$ cat src/hdl/ctl_pkg.sv
// ---------------------------------------------------------------------------
// ctl_pkg: shared constants and types of the curling tail length block
// Store sizes, counter widths, sequencer states and inter-module records.
// ---------------------------------------------------------------------------
`default_nettype none

package ctl_pkg;

	localparam int GEN_MAX  = 128;
	localparam int TAIL_MAX = 1024;
	localparam int DEPTH    = GEN_MAX + TAIL_MAX;
	localparam int AW       = $clog2(DEPTH);
	localparam int LW       = $clog2(DEPTH + 1);
	localparam int GW       = $clog2(GEN_MAX + 1);
	localparam int DW       = 16;
	localparam int CW       = 11;
	localparam int PW       = 2 * LW + 1;

	typedef enum logic [2:0] {
		S_IDLE,
		S_PER,
		S_WHILE,
		S_RD,
		S_CK,
		S_STEP,
		S_DONE
	} srch_state_t;

	typedef struct packed {
		logic          start;
		logic [LW-1:0] len;
		logic [LW-1:0] limit;
	} start_t;

	typedef struct packed {
		logic          done;
		logic          busy;
		logic [LW-1:0] tail;
		logic          trunc;
	} status_t;

	typedef struct packed {
		logic          we;
		logic [AW-1:0] addr;
		logic [DW-1:0] data;
	} wr_t;

endpackage

`default_nettype wire

$ cat src/hdl/ctl_search.sv
// ---------------------------------------------------------------------------
// ctl_search: curling number sequencer
// Walks the store and appends curling numbers until limit, full store or one.
// ---------------------------------------------------------------------------
`default_nettype none

module ctl_search (
	input  wire logic                   clk,
	input  wire logic                   arst_n,
	input  wire ctl_pkg::start_t        start,
	input  wire logic                   done_ack,
	output ctl_pkg::status_t            status,
	output ctl_pkg::wr_t                wr,
	output logic [ctl_pkg::AW-1:0]      raddr_a,
	output logic [ctl_pkg::AW-1:0]      raddr_b,
	input  wire logic [ctl_pkg::DW-1:0] rdata_a,
	input  wire logic [ctl_pkg::DW-1:0] rdata_b
);

	ctl_pkg::srch_state_t state_q, state_d;

	logic [ctl_pkg::LW-1:0] len_q, len_d;
	logic [ctl_pkg::LW-1:0] curl_q, curl_d;
	logic [ctl_pkg::LW-1:0] per_q, per_d;
	logic [ctl_pkg::LW-1:0] lstart_q, lstart_d;
	logic [ctl_pkg::LW-1:0] prev_q, prev_d;
	logic [ctl_pkg::LW-1:0] reps_q, reps_d;
	logic [ctl_pkg::LW-1:0] idx_q, idx_d;
	logic [ctl_pkg::LW-1:0] tail_q, tail_d;
	logic [ctl_pkg::LW-1:0] limit_q, limit_d;
	logic                   trunc_q, trunc_d;
	logic [ctl_pkg::PW-1:0] span;
	logic [ctl_pkg::LW-1:0] addr_a, addr_b;

	// per <= len/(curl+1) checked as per*(curl+1) <= len
	assign span   = ctl_pkg::PW'(per_q) * (ctl_pkg::PW'(curl_q) + ctl_pkg::PW'(1));
	assign addr_a = lstart_q + idx_q;
	assign addr_b = prev_q + idx_q;
	assign raddr_a = addr_a[ctl_pkg::AW-1:0];
	assign raddr_b = addr_b[ctl_pkg::AW-1:0];

	always_ff @(posedge clk or negedge arst_n) begin
		if (!arst_n) begin
			state_q <= ctl_pkg::S_IDLE;
		end else begin
			state_q <= state_d;
		end
	end

	always_ff @(posedge clk) begin
		len_q    <= len_d;
		curl_q   <= curl_d;
		per_q    <= per_d;
		lstart_q <= lstart_d;
		prev_q   <= prev_d;
		reps_q   <= reps_d;
		idx_q    <= idx_d;
		tail_q   <= tail_d;
		limit_q  <= limit_d;
		trunc_q  <= trunc_d;
	end

	always_comb begin
		state_d  = state_q;
		len_d    = len_q;
		curl_d   = curl_q;
		per_d    = per_q;
		lstart_d = lstart_q;
		prev_d   = prev_q;
		reps_d   = reps_q;
		idx_d    = idx_q;
		tail_d   = tail_q;
		limit_d  = limit_q;
		trunc_d  = trunc_q;
		wr.we    = 1'b0;
		wr.addr  = len_q[ctl_pkg::AW-1:0];
		wr.data  = ctl_pkg::DW'(curl_q);
		unique case (state_q)
			ctl_pkg::S_IDLE: begin
				if (start.start) begin
					len_d   = start.len;
					limit_d = start.limit;
					curl_d  = ctl_pkg::LW'(1);
					per_d   = ctl_pkg::LW'(1);
					tail_d  = '0;
					trunc_d = 1'b0;
					state_d = ctl_pkg::S_PER;
				end
			end
			ctl_pkg::S_PER: begin
				if (span > ctl_pkg::PW'(len_q)) begin
					state_d = ctl_pkg::S_STEP;
				end else begin
					lstart_d = len_q - per_q;
					prev_d   = len_q - per_q;
					reps_d   = ctl_pkg::LW'(2);
					state_d  = ctl_pkg::S_WHILE;
				end
			end
			ctl_pkg::S_WHILE: begin
				if (prev_q >= per_q) begin
					prev_d  = prev_q - per_q;
					idx_d   = '0;
					state_d = ctl_pkg::S_RD;
				end else begin
					per_d   = per_q + ctl_pkg::LW'(1);
					state_d = ctl_pkg::S_PER;
				end
			end
			ctl_pkg::S_RD: begin
				state_d = ctl_pkg::S_CK;
			end
			ctl_pkg::S_CK: begin
				priority if (rdata_a != rdata_b) begin
					per_d   = per_q + ctl_pkg::LW'(1);
					state_d = ctl_pkg::S_PER;
				end else if (idx_q == per_q - ctl_pkg::LW'(1)) begin
					if (curl_q < reps_q) begin
						curl_d = reps_q;
					end
					reps_d  = reps_q + ctl_pkg::LW'(1);
					state_d = ctl_pkg::S_WHILE;
				end else begin
					idx_d   = idx_q + ctl_pkg::LW'(1);
					state_d = ctl_pkg::S_RD;
				end
			end
			ctl_pkg::S_STEP: begin
				priority if (curl_q == ctl_pkg::LW'(1)) begin
					state_d = ctl_pkg::S_DONE;
				end else if (tail_q >= limit_q || len_q >= ctl_pkg::LW'(ctl_pkg::DEPTH)) begin
					trunc_d = 1'b1;
					state_d = ctl_pkg::S_DONE;
				end else begin
					wr.we   = 1'b1;
					len_d   = len_q + ctl_pkg::LW'(1);
					tail_d  = tail_q + ctl_pkg::LW'(1);
					curl_d  = ctl_pkg::LW'(1);
					per_d   = ctl_pkg::LW'(1);
					state_d = ctl_pkg::S_PER;
				end
			end
			ctl_pkg::S_DONE: begin
				if (done_ack) begin
					state_d = ctl_pkg::S_IDLE;
				end
			end
			default: begin
				state_d = ctl_pkg::S_IDLE;
			end
		endcase
	end

	assign status.done  = (state_q == ctl_pkg::S_DONE);
	assign status.busy  = (state_q != ctl_pkg::S_IDLE);
	assign status.tail  = tail_q;
	assign status.trunc = trunc_q;

endmodule

`default_nettype wire
$ cat config.mk
export PLATFORM = sky130hd
export DESIGN_NAME = ctl_search
export DESIGN_NICKNAME = d
export VERILOG_FILES = /design/src/hdl/ctl_pkg.sv /design/src/hdl/ctl_search.sv
export SDC_FILE = /design/constraint.sdc
export NUM_CORES = 1
export LEC_CHECK = 0
export BUFFER_PORTS_ARGS = -buffer_cell sky130_fd_sc_hd__buf_4
export CAP_MARGIN = 20
export CORE_MARGIN = 4
export CORE_UTILIZATION = 49
export DETAILED_ROUTE_END_ITERATION = 10
export PLACE_DENSITY = 0.73
export SYNTH_ARGS = -nofsm -noshare
export SYNTH_HDL_FRONTEND = slang
export SYNTH_SLANG_ARGS = --single-unit
$ cat constraint.sdc
create_clock -name clk -period 6.8 [get_ports clk]
set_input_delay 0.68 -clock clk [delete_from_list [all_inputs] [get_ports clk]]
set_output_delay 0.68 -clock clk [all_outputs]
set_load 0.02 [all_outputs]
==> out/metrics.csv <==
metric,value,unit
outcome,finished with violations,
r2r-end,lstart_q[3],
grt_overflow,0,
fillerInstances,2016,
finalNonFillerCells,1888,
cts_sinks,103,
maxSlewViolCount,0,
setup_viol,33,
synth_edf_count,100,
post-route-util,0.616,
vias,10280,
clk_pin_slew_worst_paths,0.07,ns
cts.htree.levels,3,
cp.required,6.87,ns
die_w,166,um
rr_worst_depth,26,
async_flop_share,0.0291,
nets,1854,
antenna_found_initial,0,
port_buffers,116,
clock_latency,0.36,ns
synth_seq_cells,103,
worst_setup_path_end_kind,flop,
syn2layout_area_growth,23.5,%
start_util,0.499,
hold_viol_final,0,
pin_count,122,
cts_tree,yes,
fin_ws,-0.0492,ns
crit_arrival,6.92,ns
drcViolationCount,0,
grt_pass1_wl,51000,um
endpoint,lstart_q[3],
hp-class,input port to asynchronous set/reset pin,
routedWlPerCell,17.5,um
drv_cap,0,
r2r_setup_slack,-0.05,ns
synthCells,1335,
yosysSeqAreaShare,0.253,
wl,33000,um
path_common_cell,fa_1,
dieArea,27400,um2
die_h,166,um
drt-initial-drc-count,874,
worst_path_largest_cell_delay,0.56,ns
start_kind,flop,
cts_buffers,9,
ys_dominant_reg_cell,edfxtp_1,
failed_checks,setup timing,
fin_crit_sh,1.01,
synthesis.area,12200,um2
hpwl,26900,um
first_pass_iters,5,
min_period,6.85,ns
seq_area,3080,um2
crit_slowest_cell,fa_1,
coreArea,24400,um2
maxSlewHeadroom,0.202,
finClkSkew,0.0118,ns
multiInputGateArea,8640,um2
cts_buffer_depth,2,
tightest_slew,1.19,ns
antenna_cells,0,
grt_pass1_vias,9968,
rsz0062_at_grt,yes,
synthDistinctLibCells,76,
crit_start,curl_q[1],
layout_common_cells,"buf_4 (240), inv_1 (176), nor2_1 (160)",
dp.cells,1850,
worstSetupPathType,flop to flop,
place_congestion,0.937,
track_usage,0.238,
ys.warnings.count,0,
grt_max_degree,34,
fin_hold_ws,0.0991,ns
layout_commonest_cell,buf_4,
path_max_fanout,11,
fp-row-count,57,
avgSynthCellArea,9.11,um2
antenna_left,0,
clock.fmax,0.146,GHz
cts-root-buf,clkbuf_16,
layout-drive-gt1-share,0.219,
r2r-start,curl_q[1],
vias_per_cell,5.44,
## flip-flops by register name, indices dropped and copies added (netlist names)
| signal | flops |
|---|---|
| prev_q | 11 |
| tail_q | 11 |
| reps_q | 11 |
| idx_q | 11 |
| state_q | 3 |
| trunc_q | 1 |
| len_q | 11 |
| lstart_q | 11 |
| curl_q | 11 |
| per_q | 11 |
| limit_q | 11 |
## synth_stat cells, drive strengths merged, types with 2 or more instances
cell | number | share of area
xnor2 | 77 | 0.055
or2 | 2 | 0.0010
dfrtp | 3 | 0.0062
a211oi | 6 | 0.0037
and3 | 15 | 0.0078
a31oi | 11 | 0.0057
nand3 | 33 | 0.014
o31a | 2 | 0.0014
mux2i | 6 | 0.0049
or3 | 3 | 0.0016
o31ai | 8 | 0.0049
nand4b | 2 | 0.0014
a41oi | 2 | 0.0014
buf | 12 | 0.0072
and2 | 23 | 0.012
nand2 | 115 | 0.035
a21oi | 46 | 0.019
nor4 | 12 | 0.0074
nand2b | 18 | 0.0093
nor3 | 10 | 0.0045
nand4 | 10 | 0.0051
and4 | 4 | 0.0029
nor2 | 163 | 0.050
clkbuf | 28 | 0.0096
o211ai | 4 | 0.0025
a21boi | 8 | 0.0049
a311oi | 2 | 0.0014
o21ai | 58 | 0.024
a221o | 2 | 0.0016
nor2b | 12 | 0.0062
a221oi | 2 | 0.0029
mux2 | 2 | 0.0019
o21bai | 7 | 0.0046
nand3b | 3 | 0.0019
clkinv | 7 | 0.0022
edfxtp | 100 | 0.25
nor3b | 2 | 0.0012
o311ai | 2 | 0.0014
fa | 93 | 0.15
inv | 183 | 0.056
a21o | 22 | 0.014
ha | 144 | 0.15
xor2 | 54 | 0.039
## metal layers
metal	global-route usage	part of all wire
met5	0	0
met4	0.0607	0.029
met3	0.0422	0.065
met2	0.402	0.48
met1	0.318	0.42
## per-stage QoR
step                instance area (um2)  setup slack, ns  setup TNS [ns]
finish                            15000          -0.0492           -1.41
detailed placement                14200           -0.323           -9.79
global route                      15000           -0.320          -10.62
floorplan                         12300           -0.191           -5.30
global placement                  14200           -0.230           -6.65
CTS                               14800          -0.0131          -0.178
## worst max-delay path: cells and delay by family, from the launching register on
| kind | cells | cell delay (ns) |
|---|---|---|
| flip-flops | 1 | 0.44 |
| buffers and inverters | 8 | 0.96 |
| multiplexers | 1 | 0.15 |
| adder cells (fa/ha/maj) | 7 | 3.07 |
| XOR/XNOR | 1 | 0.17 |
| AO/OA/AOI/OAI | 3 | 0.65 |
| AND/OR/NAND/NOR | 6 | 1.13 |
## what timing repair did
action	4_1_cts	5_1_grt
hold buffers	0	0
setup buffers	11	8
resized for setup	35	38
setup endpoints to repair	35	36
gates cloned	1	1
pin swaps	23	18
## worst min path at each step
stage / to / slack (ns) / cells past startpoint
6_report: state_q[0] / 0.1 / 1
5_1_grt: state_q[0] / 0.09 / 1
4_1_cts: state_q[0] / 0.1 / 1
3_5_place_dp: state_q[0] / 0.47 / 1
3_3_place_gp: state_q[1] / 0.47 / 1
2_1_floorplan: state_q[0] / 0.38 / 0
## cell type report
cell class	count	share of cell area
clock buffers	11	0.0162
clock inverters	5	0.00283
inverters	190	0.0480
multi-input cells	1007	0.575
flip-flops and latches	103	0.205
well taps	324	0.0270
repair buffers	248	0.126
## cell families (layout without fill, tap and decap cells)
logic type	count (synthesis)	after routing	share of synthesized area
simple gates	430	432	0.164
mux	8	8	0.00679
buf+inv	231	454	0.0763
xor+xnor	132	132	0.0963
other cells	1	5	0.000308
fa+ha+maj	237	237	0.301
flops	103	103	0.253
compound gates	193	193	0.102
Power is left out: the tool's default activity adds up to more than one toggle a clock period on the data nets, which glitch-free logic cannot reach.
